### config.mk
export PLATFORM = sky130hd
export DESIGN_NAME = spq_cell
export DESIGN_NICKNAME = d
export VERILOG_FILES = /design/src/sorted_priority_queue_core_assert.svh /design/src/spq_pkg.sv /design/src/spq_cell.sv
export SDC_FILE = /design/constraint.sdc
export NUM_CORES = 1
export LEC_CHECK = 0
export ABC_AREA = 1
export BUFFER_PORTS_ARGS = -buffer_cell sky130_fd_sc_hd__buf_2
export CELL_PAD_IN_SITES_DETAIL_PLACEMENT = 2
export CELL_PAD_IN_SITES_GLOBAL_PLACEMENT = 2
export CORE_MARGIN = 1
export CORE_UTILIZATION = 24
export CTS_CLUSTER_SIZE = 12
export DETAILED_ROUTE_END_ITERATION = 6
export GPL_TIMING_DRIVEN = 0
export HOLD_SLACK_MARGIN = 0.05
export PLACE_DENSITY_LB_ADDON = 0.1
export SLEW_MARGIN = 20
export SYNTH_ARGS = -nofsm -noshare
export SYNTH_HDL_FRONTEND = slang
export SYNTH_SLANG_ARGS = --single-unit
### constraint.sdc
create_clock -name clock -period 3.7 [get_ports clock]
set_input_delay 0.74 -clock clock [delete_from_list [all_inputs] [get_ports clock]]
set_output_delay 0.74 -clock clock [all_outputs]
set_load 0.005 [all_outputs]
### src/sorted_priority_queue_core_assert.svh
// ----------------------------------------------------------------------------
// Assertion macros for the sorted priority queue
// Concurrent checks on the core clock; empty bodies when SYNTHESIS is set.
// ----------------------------------------------------------------------------
`ifndef SORTED_PRIORITY_QUEUE_CORE_ASSERT_SVH
`define SORTED_PRIORITY_QUEUE_CORE_ASSERT_SVH
`ifndef SYNTHESIS
`define SPQ_ASSERT(name, prop, msg) \
   name: assert property (@(posedge clock) disable iff (reset) (prop)) else $error(msg);
`define SPQ_ASSERT_NEXT(name, ante, cons, msg) \
   name: assert property (@(posedge clock) disable iff (reset) (ante) |=> (cons)) \
      else $error(msg);
`else
`define SPQ_ASSERT(name, prop, msg)
`define SPQ_ASSERT_NEXT(name, ante, cons, msg)
`endif
`endif

### src/spq_pkg.sv
// ----------------------------------------------------------------------------
// spq_pkg
// Shared codes and types of the sorted priority queue.
// ----------------------------------------------------------------------------
package spq_pkg;

   typedef logic [2:0] spq_req_code_type;
   typedef logic [6:0] spq_cnt7_type;

   localparam spq_req_code_type REQ_INSERT = 3'd0;
   localparam spq_req_code_type REQ_REMOVE = 3'd1;
   localparam spq_req_code_type REQ_EXISTS = 3'd2;
   localparam spq_req_code_type REQ_FETCH  = 3'd3;
   localparam spq_req_code_type REQ_PEEK   = 3'd4;

   typedef enum logic [1:0] {
      ST_OK        = 2'd0,
      ST_FULL      = 2'd1,
      ST_NOT_FOUND = 2'd2,
      ST_EMPTY     = 2'd3
   } spq_status_type;

   localparam spq_cnt7_type CAP_RESET = 7'd64;

   // Broadcast command to every cell
   typedef struct packed {
      logic insert;     // place new entry, shift tail up
      logic remove;     // drop first key/tag match, shift tail down
      logic pop_head;   // drop cell 0, shift everything down
   } spq_op_type;

endpackage

### src/spq_cell.sv
// ----------------------------------------------------------------------------
// spq_cell
// One slot of the sorted store: compares the broadcast key/tag and shifts.
// ----------------------------------------------------------------------------
module spq_cell #(
   parameter int KEY_BITS = 32,
   parameter int TAG_BITS = 16
) (
   input  logic                clock,
   input  logic                reset,
   input  spq_pkg::spq_op_type op,
   input  logic [KEY_BITS-1:0] new_key,
   input  logic [TAG_BITS-1:0] new_tag,
   input  logic [KEY_BITS-1:0] left_key,
   input  logic [TAG_BITS-1:0] left_tag,
   input  logic                left_used,
   input  logic                left_lt,
   input  logic [KEY_BITS-1:0] right_key,
   input  logic [TAG_BITS-1:0] right_tag,
   input  logic                right_used,
   input  logic                hit_in,
   output logic [KEY_BITS-1:0] key,
   output logic [TAG_BITS-1:0] tag,
   output logic                used,
   output logic                lt,
   output logic                hit_out
);
   import spq_pkg::*;

   logic [KEY_BITS-1:0] key_ff, key_in;
   logic [TAG_BITS-1:0] tag_ff, tag_in;
   logic                used_ff, used_in;
   logic                match;

   assign lt      = used_ff && (key_ff < new_key);
   assign match   = used_ff && (key_ff == new_key) && (tag_ff == new_tag);
   assign hit_out = hit_in || match;

   always_comb begin
      key_in  = key_ff;
      tag_in  = tag_ff;
      used_in = used_ff;
      if (op.insert && !lt) begin
         if (left_lt) begin
            key_in  = new_key;
            tag_in  = new_tag;
            used_in = 1'b1;
         end else begin
            key_in  = left_key;
            tag_in  = left_tag;
            used_in = left_used;
         end
      end else if (op.pop_head || (op.remove && hit_out)) begin
         key_in  = right_key;
         tag_in  = right_tag;
         used_in = right_used;
      end
   end

   always_ff @(posedge clock) begin
      key_ff <= key_in;
      tag_ff <= tag_in;
      if (reset) begin
         used_ff <= 1'b0;
      end else begin
         used_ff <= used_in;
      end
   end

   assign key  = key_ff;
   assign tag  = tag_ff;
   assign used = used_ff;
endmodule

* Yosys cells after proc, flatten, opt, wreduce, memory -nomap -nowiden
Index checks and enable logic that the tools add are counted.
Widths: inputs -> output; s select.
** Cells by class
- Eq/ne operators :: 2
- Reduce and logical (&&, ||, !) cells :: 9
- Muxes and demuxes :: 9
- Order comparisons :: 1
** Operator list (number)
- $mux 32 :: 3
- $mux 16 :: 3
- $eq 32x32->1 :: 1
- $lt 32x32->1 :: 1
- $eq 16x16->1 :: 1
- $logic_and 1x1->1 :: 5
- $mux 1 :: 3
- $logic_or 1x1->1 :: 2
- $reduce_bool 2->1 :: 1
- $logic_not 1->1 :: 1
** Storage, ports and cells
- Output and inout port bits :: 51
- Flip-flop bits (word level) :: 49
- Bits of input ports :: 153

* Depth between registers and ports, before layout
Gate-level depths: netlist (run 1).
- Word-level depth :: 8
- Depth in mapped cells :: 18
- Depth with buffers taken out :: 18

* Worst setup path before layout (run 1)
OpenSTA, ideal clock, no wires.
- Kind :: input -> register
- Start :: input new_key[27]
- End :: register key_ff[0] (netlist: key[0]) (enable)
- Stages on the path :: 12
- Path slack :: 0.627 ns
- Library setup time :: 0.532 ns
- Data arrival time :: 2.541 ns
- Cells stage by stage :: inv_1 > ha_1 > nand2_1 > nor2_1 > and2_4 > nand2_1 > nand3_1 > nor2_1 > nand2_2 > nand2_4 > buf_6 > nand3_2
** Between the ends
- Cells in the longest elaborated chain, start to end :: 7
- Elaborated cells between the ends (all ways) :: 11
- Classes of those cells :: order compare: 1; eq/ne: 1; reduce/logical: 9
** RTL lines
- from (decl) :: line spq_cell.sv:12 : input logic [KEY_BITS-1:0] new_key,
- parallel branches: the longest is 6 deep, another holds $lt 32x32->1
- $reduce_bool 2->1 (no line) (*)
- to (signal assigned) :: line spq_cell.sv:61 : key_ff <= key_in;
- to (decl) :: line spq_cell.sv:30 : logic [KEY_BITS-1:0] key_ff, key_in;
Mark *: on every way between the ends.
A chain may end at the register's enable or synchronous reset.

* Worst setup path after layout (run 1)
- Start :: input new_key[31]
- End :: output lt
** Between the ends
- Cells in the longest elaborated chain, start to end :: 2
** RTL lines
- $lt 32x32->1 :: line spq_cell.sv:35 : assign lt = used_ff && (key_ff < new_key);
- $logic_and 1x1->1 :: line spq_cell.sv:35
- to (decl) :: line spq_cell.sv:25 : output logic lt,
No other way between the ends.

==> out/metrics.cfg, run 1 <==
[run_status]
status = complete, no violations

[final_layout]
antenna_cells = 0
finalNonFillerCells = 926
stdcell_area_um2 = 5270
area_delta_synth_final_pct = 37.5
drive_above_1_share_pct = 33.1
nets = 899

[setup_path]
cp.arrival_ns = 2.10
worst-setup-path-type = input port to primary output
cp-start-kind = input port
critPathMostFrequentCell = inv_1
crit_buf_inv = 5
path_max_fanout = 3
path_delay_family = simple AND/OR/NAND/NOR gates
required_ns = 2.96
critPathMaxStageDelay_ns = 0.29
worstPathCellList = buf_2 -> inv_1 -> ha_1 -> nand2_1 -> nor2_2 -> and2_4 -> nand3_1 -> inv_1 -> nand2_1 -> nand2_2 -> inv_1 -> buf_2
reg2reg_slack_ns = 1.10
crit_path_top_delay_cell = ha_1
crit_path_end_kind = primary output

[global_route]
grt_use_total_pct = 18.1
grt_first_pass_wirelength_mm = 22.8
grt.overflow.total = 0
first_global_vias = 4522
grt_max_degree = 31
antenna_found_initial = 0

[synthesis]
avgSynthCellArea_um2 = 7.61
synthDistinctLibCells = 30
ys_seq_area_share_pct = 38.1
ys_ff_latch = 49
synthesis.instances = 504
synth_warnings = 0
yosys.area.top_type = edfxtp_1
synth_top_area_share_pct = 37.6
synth_common_cells = nand2_1, inv_1, nor2_1
ys_top_cells_by_area = edfxtp_1, nand2_1, ha_1
yosysMostFrequentCell = nand2_1
synth_flop_cell = edfxtp_1
synthArstFlopShare_pct = 0
synth_edf_count = 48
synth_nets = 689
syn_area_um2 = 3830

[drt]
avgRoutedWirePerCell_um = 15.7
drtIter0Drc = 77
via_per_inst = 4.45
wl_mm = 14.6
ant_nets = 0
vias = 4121
drc_errors = 0
first_pass_iters = 4

[placement]
dp_slack_ns = 0.537
gp_routability_congestion = 0.717
dp_hpwl_mm = 11.9
postPlaceCellArea_um2 = 5140
dp_cells = 918
port_buffers = 202

[sta]
slew_headroom_pct = 63.4
rsz0062_at_grt = false
skew_ns = 0.00557
max_freq_mhz = 352
worst_pin_slew_ns = 0.549
setup_viol = 0
min_period_ns = 2.84
finalHoldViolCount = 0
holdWs_ns = 0.567
drv_slew = 0
setup_ws_ns = 0.855
period_share_pct = 76.9

[pwr]
leakagePower_nw = 2.84
power_density_nw_per_um2 = 352
ir_worst_vdd_uv = 161
p_total_mw = 1.86

[clock_tree]
clockBufferDepth = 2
cts_made_buffers = 5
htree_levels = 2
postCtsSetupBuffers = 0
cts.sinks = 49
cts-hold-fix-buffers = 0
cts.reportedPaths.clkPinSlew_ns = 0.07
clock_latency_ns = 0.30
cts_root_buf = clkbuf_16
cts_resized = 0
cts_tree = yes

[die]
die-area_um2 = 16500
die_w_um = 128
start_util_pct = 24.9
ioPinCount = 204
rows = 45
core-area_um2 = 15400
die_height_um = 128

[run]
drv_cap = 0

[worst_hold_path]
hold_path.class = flip-flop to flip-flop

==> final timing paths <==
kind | start | endpoint | cells past startpoint
worst max-delay path | new_key[31] | lt | 12
worst min-delay path | used$_SDFFE_PP0P_ | used$_SDFFE_PP0P_ | 2
worst max register to register | key[31]$_DFFE_PP_ | tag[11]$_DFFE_PP_ | 12
worst min register to register | used$_SDFFE_PP0P_ | used$_SDFFE_PP0P_ | 2
==> worst register-to-register path, delay by kind of cell (launching register included) <==
family,cells,cell delay (ns)
simple gates,9,1.10
buf+inv,2,0.50
flops,1,0.40
fa+ha+maj,1,0.31
==> cell usage in the layout, fill, tap and decap left out, types with 2 or more instances in the layout <==
| cell | instances |
|---|---|
| buf_6 | 7 |
| clkbuf_16 | 5 |
| ha_1 | 32 |
| buf_2 | 205 |
| o31ai_2 | 11 |
| o31ai_1 | 7 |
| nand4_1 | 2 |
| nor2_1 | 59 |
| nand3_1 | 7 |
| xnor2_1 | 2 |
| nand2_1 | 181 |
| a21oi_1 | 11 |
| edfxtp_1 | 48 |
| clkbuf_1 | 13 |
| o21ai_0 | 7 |
| o211ai_1 | 30 |
| inv_1 | 73 |
==> routing by layer <==
metal	share of wire [%]	GRT usage, %
met3	6.2	3.83
met4	0.86	4.15
met5	0	0
met1	43	22.0
met2	50	32.5
==> metrics by stage <==
stage          utilization, %  TNS (ns)
3_3_place_gp             33.2    -21.73
5_1_grt                  34.3         0
3_5_place_dp             33.4         0
6_report                 34.3         0
2_1_floorplan               -         0
4_1_cts                  34.3         0
==> cell families after synthesis <==
logic type	synth area share, %
compound gates	13.8
xor+xnor	0.686
buf+inv	10.8
simple gates	26.2
flops	38.1
fa+ha+maj	10.4
==> final cells by class <==
| class | count | area (µm²) |
|---|---|---|
| flip-flops and latches | 49 | 1460 |
| repair buffers | 203 | 1030 |
| multi-input cells | 360 | 1970 |
| well taps | 211 | 264 |
| inverters | 75 | 282 |
| fillers | 1877 | 10100 |
| plain buffers | 20 | 131 |
| clock buffers | 8 | 136 |
==> power by group <==
| group | switching, mW | total [mW] | internal [mW] |
|---|---|---|---|
| Sequential | 0.0489 | 0.764 | 0.715 |
| Clock | 0.227 | 0.480 | 0.253 |
| Combinational | 0.343 | 0.613 | 0.270 |
==> flip-flops by register name, indices dropped and copies added (netlist names) <==
| name | cells |
|---|---|
| tag | 16 |
| key | 32 |
| used | 1 |
(Power assumes the default switching activity.)
==> inputs of run 2 (changes only) <==
Clock period 3.7 ns to 2.7 ns, I/O delays scaled along.
==> out/metrics.cfg, run 2 (synthesis results as in run 1) <==
[run_status]
status = complete, no violations  ; unchanged

[setup_path]
path_max_fanout = 3  ; unchanged
required_ns = 2.16  ; was 2.96 ns
crit_path_end_kind = primary output  ; unchanged
rr_startpoint = key[31]$_DFFE_PP_  ; unchanged
worst-setup-path-type = flip-flop to primary output  ; was input port to primary output
cp-start-kind = flip-flop  ; was input port
startpoint = key[31]$_DFFE_PP_  ; was new_key[31]
cp.arrival_ns = 1.96  ; was 2.10 ns

[die]
ioPinCount = 204  ; unchanged
rows = 45  ; unchanged
start_util_pct = 24.9  ; unchanged
die_w_um = 128  ; unchanged
core-area_um2 = 15400  ; unchanged
die_height_um = 128  ; unchanged
die-area_um2 = 16500  ; unchanged

[global_route]
grt_first_pass_wirelength_mm = 22.8  ; about the same
grt.overflow.total = 0  ; unchanged
grt_max_degree = 26  ; was 31
grt_use_total_pct = 18.2  ; was 18.1%
grtUsageMet1_pct = 21.6  ; was 22.0%
top_usage_layer = met2  ; unchanged
antenna_found_initial = 0  ; unchanged
grtUsageMet3_pct = 5.03  ; was 3.83%
met2_usage_pct = 32.9  ; was 32.5%
first_global_vias = 4537  ; was 4,522

[final_layout]
fin_util_pct = 34.4  ; was 34.3%
drive_above_1_share_pct = 33.6  ; was 33.1%
area_delta_synth_final_pct = 38.1  ; was 37.5%
layout_common_cells = buf_2, nand2_1, inv_1  ; unchanged
finalNonFillerCells = 926  ; unchanged
nets = 899  ; unchanged
n_fill_cell = 1871  ; was 1,877
antenna_cells = 0  ; unchanged
largest_reg_flops = 32  ; unchanged
final_common_cell = buf_2  ; unchanged

[sta]
slew_headroom_pct = 61.1  ; was 63.4%
worst_pin_slew_ns = 0.583  ; was 0.549 ns
period_share_pct = 92.6
setup_viol = 0  ; unchanged
drv_slew = 0  ; unchanged
skew_ns = 0.00775  ; was 0.00557 ns
min_period_ns = 2.50
finalHoldViolCount = 0  ; unchanged
rsz0062_at_grt = false  ; unchanged
max_freq_mhz = 400

[pwr]
power_density_nw_per_um2 = 489  ; was 352 nW/µm²
leakagePower_nw = 2.85  ; was 2.84 nW
ir_worst_vdd_uv = 229  ; was 161 µV

[drt]
drc_errors = 0  ; unchanged
via_per_inst = 4.52  ; was 4.45
wl_mm = 14.7  ; was 14.6 mm
vias = 4186  ; was 4,121
first_pass_iters = 4  ; unchanged
avgRoutedWirePerCell_um = 15.9  ; was 15.7 µm
drtIter0Drc = 82  ; was 77
ant_nets = 0  ; unchanged

[clock_tree]
cts.reportedPaths.clkPinSlew_ns = 0.08  ; was 0.07 ns
cts-hold-fix-buffers = 0  ; unchanged
htree_levels = 2  ; unchanged
clock_latency_ns = 0.31  ; was 0.30 ns
cts_tree = yes  ; unchanged
clockBufferDepth = 2  ; unchanged
cts.sinks = 49  ; unchanged
cts_made_buffers = 5  ; unchanged
postCtsSetupBuffers = 0  ; unchanged
cts_root_buf = clkbuf_16  ; unchanged

[placement]
dp_hpwl_mm = 11.7  ; was 11.9 mm
gp_routability_congestion = 0.723  ; was 0.717
dp_cells = 917  ; was 918
port_buffers = 202  ; unchanged

[run]
drv_cap = 0  ; unchanged

[worst_hold_path]
hold_path.class = input port to flip-flop  ; was flip-flop to flip-flop
worstHoldStart = right_key[15]  ; was used$_SDFFE_PP0P_

==> run 2: cell count changes in the layout (fill, tap and decap cells not counted), sizes merged <==
cell | before | now
buf | 213 | 212
nand3 | 8 | 9
==> run 2: critical path: stages, from the launching register on <==
cell,delay [ns]
edfxtp_1,0.41
ha_1,0.32
nand2_1,0.09
nor2_2,0.13
and2_4,0.17
nand3_1,0.13
inv_1,0.08
nand2_1,0.06
nand2_2,0.09
inv_1,0.04
buf_2,0.13
==> run 2: path summary, 6_finish.rpt <==
kind                        to  slack [ns]  cells past startpoint
max                         lt        0.20                     10
min          key[15]$_DFFE_PP_        0.50                      3
max reg2reg  key[22]$_DFFE_PP_        0.21                     10
min reg2reg  used$_SDFFE_PP0P_        0.58                      2
==> run 2: what timing repair did <==
action,CTS,global route
endpoints found under the hold margin,0,0
setup endpoints to repair,49,49
resized for setup,1,4
pin swaps,1,0
cloned,1,0
==> run 2: where the power goes <==
part           total, mW  leakage [nW]  internal, mW  switching, mW
logic              0.845          2.27         0.370          0.476
registers           1.05         0.506         0.981         0.0678
clock network      0.694        0.0712         0.372          0.322
total               2.59          2.85          1.72          0.865
==> run 2: cell type report <==
| cell class | count | area [µm²] | area share (%) |
|---|---|---|---|
| Multi-Input combinational cell | 361 | 1990 | 37.6 |
| Sequential cell | 49 | 1460 | 27.6 |
| Timing Repair Buffer | 202 | 1010 | 19.1 |
| Inverter | 75 | 282 | 5.32 |
| Tap cell | 211 | 264 | 4.99 |
| Clock buffer | 8 | 146 | 2.77 |
| Buffer | 20 | 140 | 2.65 |
==> run 2: layer usage <==
metal / vias to the layer above / part of all wire [%]
met5: - / 0
met4: 0 / 0.65
met3: 7 / 6.7
met2: 119 / 49
met1: 2001 / 43
li1: 2059 / -
==> run 2: metrics by stage <==
step                area, µm²  power (mW)  setup TNS (ns)  hold WS, ns  worst slack, ns
floorplan                3840        1.51               0        0.505            0.214
global placement         5120        1.89          -27.33        0.587           -0.562
detailed placement       5120        1.93          -28.18        0.586           -0.578
CTS                      5280        2.64               0        0.490            0.104
global route             5290        2.78               0        0.498          0.00561
finish                   5290        2.59               0        0.499            0.198
==> inputs of run 3 (changes only) <==
Settings changed: CORE_UTILIZATION 24 to 26.
Clock period 2.7 ns to 2.98 ns, I/O delays scaled along.
==> out/metrics.cfg, run 3 (synthesis results as in run 1) <==
[die]
core-area_um2 = 14500  ; was 15,400 µm²
die-area_um2 = 15200  ; was 16,500 µm²
die_height_um = 123  ; was 128 µm
rows = 44  ; was 45
ioPinCount = 204  ; unchanged
start_util_pct = 26.5  ; was 24.9%
die_w_um = 123  ; was 128 µm

[final_layout]
n_fill_cell = 1738  ; was 1,871
area_delta_synth_final_pct = 36.7  ; was 38.1%
drive_above_1_share_pct = 33.1  ; was 33.6%
nets = 899  ; unchanged
layout_common_cells = buf_2, nand2_1, inv_1  ; unchanged
final_common_cell = buf_2  ; unchanged
finalNonFillerCells = 899  ; was 926
largest_reg_flops = 32  ; unchanged
stdcell_area_um2 = 5240  ; was 5290 µm²
antenna_cells = 0  ; unchanged

[clock_tree]
clockBufferDepth = 2  ; unchanged
cts_root_buf = clkbuf_16  ; unchanged
cts-hold-fix-buffers = 0  ; unchanged
cts_resized = 0  ; was 1
clock_latency_ns = 0.30  ; was 0.31 ns
cts_tree = yes  ; unchanged
htree_levels = 2  ; unchanged
cts.sinks = 49  ; unchanged
cts.reportedPaths.clkPinSlew_ns = 0.07  ; was 0.08 ns
cts_made_buffers = 5  ; unchanged
postCtsSetupBuffers = 0  ; unchanged

[setup_path]
required_ns = 2.38  ; was 2.16 ns
worst-setup-path-type = input port to primary output  ; was flip-flop to primary output
path_max_fanout = 3  ; unchanged
crit_path_end_kind = primary output  ; unchanged
cp-start-kind = input port  ; was flip-flop
cp.arrival_ns = 1.94  ; was 1.96 ns

[placement]
dp_cells = 891  ; was 917
dp_slack_ns = 0.0575  ; was -0.578 ns
port_buffers = 202  ; unchanged
postPlaceCellArea_um2 = 5100  ; was 5120 µm²
dp_hpwl_mm = 11.6  ; was 11.7 mm
gp_routability_congestion = 0.757  ; was 0.723

[sta]
setup_ws_ns = 0.446  ; was 0.198 ns
skew_ns = 0.00516  ; was 0.00775 ns
setup_viol = 0  ; unchanged
worst_pin_slew_ns = 0.573  ; was 0.583 ns
max_freq_mhz = 395
min_period_ns = 2.53
rsz0062_at_grt = false  ; unchanged
drv_slew = 0  ; unchanged
slew_headroom_pct = 61.8  ; was 61.1%
finalHoldViolCount = 0  ; unchanged
period_share_pct = 85.0

[worst_hold_path]
hold_path.class = input port to flip-flop  ; unchanged

[drt]
avgRoutedWirePerCell_um = 15.9  ; about the same
ant_nets = 0  ; unchanged
drtIter0Drc = 105  ; was 82
via_per_inst = 4.63  ; was 4.52
vias = 4161  ; was 4,186
first_pass_iters = 6  ; was 4
wl_mm = 14.3  ; was 14.7 mm
drc_errors = 0  ; unchanged

[global_route]
first_global_vias = 4408  ; was 4,537
grt_max_degree = 37  ; was 26
antenna_found_initial = 0  ; unchanged
grt_use_total_pct = 19.1  ; was 18.2%
grt.overflow.total = 0  ; unchanged
grt_first_pass_wirelength_mm = 21.9  ; was 22.8 mm

[run]
drv_cap = 0  ; unchanged

[run_status]
status = complete, no violations  ; unchanged

[pwr]
p_total_mw = 2.30  ; was 2.59 mW
power_density_nw_per_um2 = 439  ; was 489 nW/µm²
ir_worst_vdd_uv = 230  ; was 229 µV
leakagePower_nw = 2.84  ; was 2.85 nW

[run 3: cell count changes in the layout (fill, tap and decap cells not counted)]
cell / change
buf_6: +1
nor2_2: -2
nor2_1: +2
clkbuf_1: +1
nand3_4: -1
clkbuf_8: -1
[run 3: final cells by class]
type / instances / area [µm²] / area share, %
Multi-Input combinational cell: 360 / 1970 / 37.5
Inverter: 75 / 282 / 5.37
Timing Repair Buffer: 203 / 1030 / 19.7
Buffer: 20 / 131 / 2.51
Tap cell: 184 / 230 / 4.39
Sequential cell: 49 / 1460 / 27.9
Clock buffer: 8 / 136 / 2.60
[run 3: power by group]
group	leakage [nW]	internal, mW	switching (mW)
logic	2.27	0.334	0.431
clock network	0.0652	0.314	0.272
registers	0.506	0.888	0.0603
[run 3: path summary, 6_finish.rpt]
check	from	endpoint	slack [ns]	depth (start not counted)
max	new_key[31]	lt	0.45	12
min	right_key[15]	key[15]$_DFFE_PP_	0.56	3
max reg2reg	key[31]$_DFFE_PP_	tag[0]$_DFFE_PP_	0.47	12
min reg2reg	used$_SDFFE_PP0P_	used$_SDFFE_PP0P_	0.59	2
[run 3: through the flow]
step                TNS (ns)  util, %  hold slack (ns)
floorplan                  0        -            0.505
global placement      -48.95     35.1            0.554
detailed placement         0     35.2            0.565
CTS                        0     36.2            0.556
global route               0     36.2            0.572
finish                     0     36.2            0.563
[run 3: worst max-delay path, cell delays in order]
cell	delay (ns)
buf_2	0.09
inv_1	0.04
ha_1	0.28
nand2_1	0.09
nor2_2	0.13
and2_4	0.17
nand3_1	0.13
inv_1	0.08
nand2_1	0.06
nand2_2	0.09
inv_1	0.05
buf_2	0.13
[run 3: per-layer routing]
| layer | global-route usage, % | share of wire, % | vias up |
|---|---|---|---|
| li1 | - | - | 2057 |
| met1 | 22.9 | 44 | 1970 |
| met2 | 33.8 | 49 | 123 |
| met3 | 4.94 | 6.5 | 11 |
| met4 | 4.67 | 1.2 | 0 |
| met5 | 0 | 0 | - |
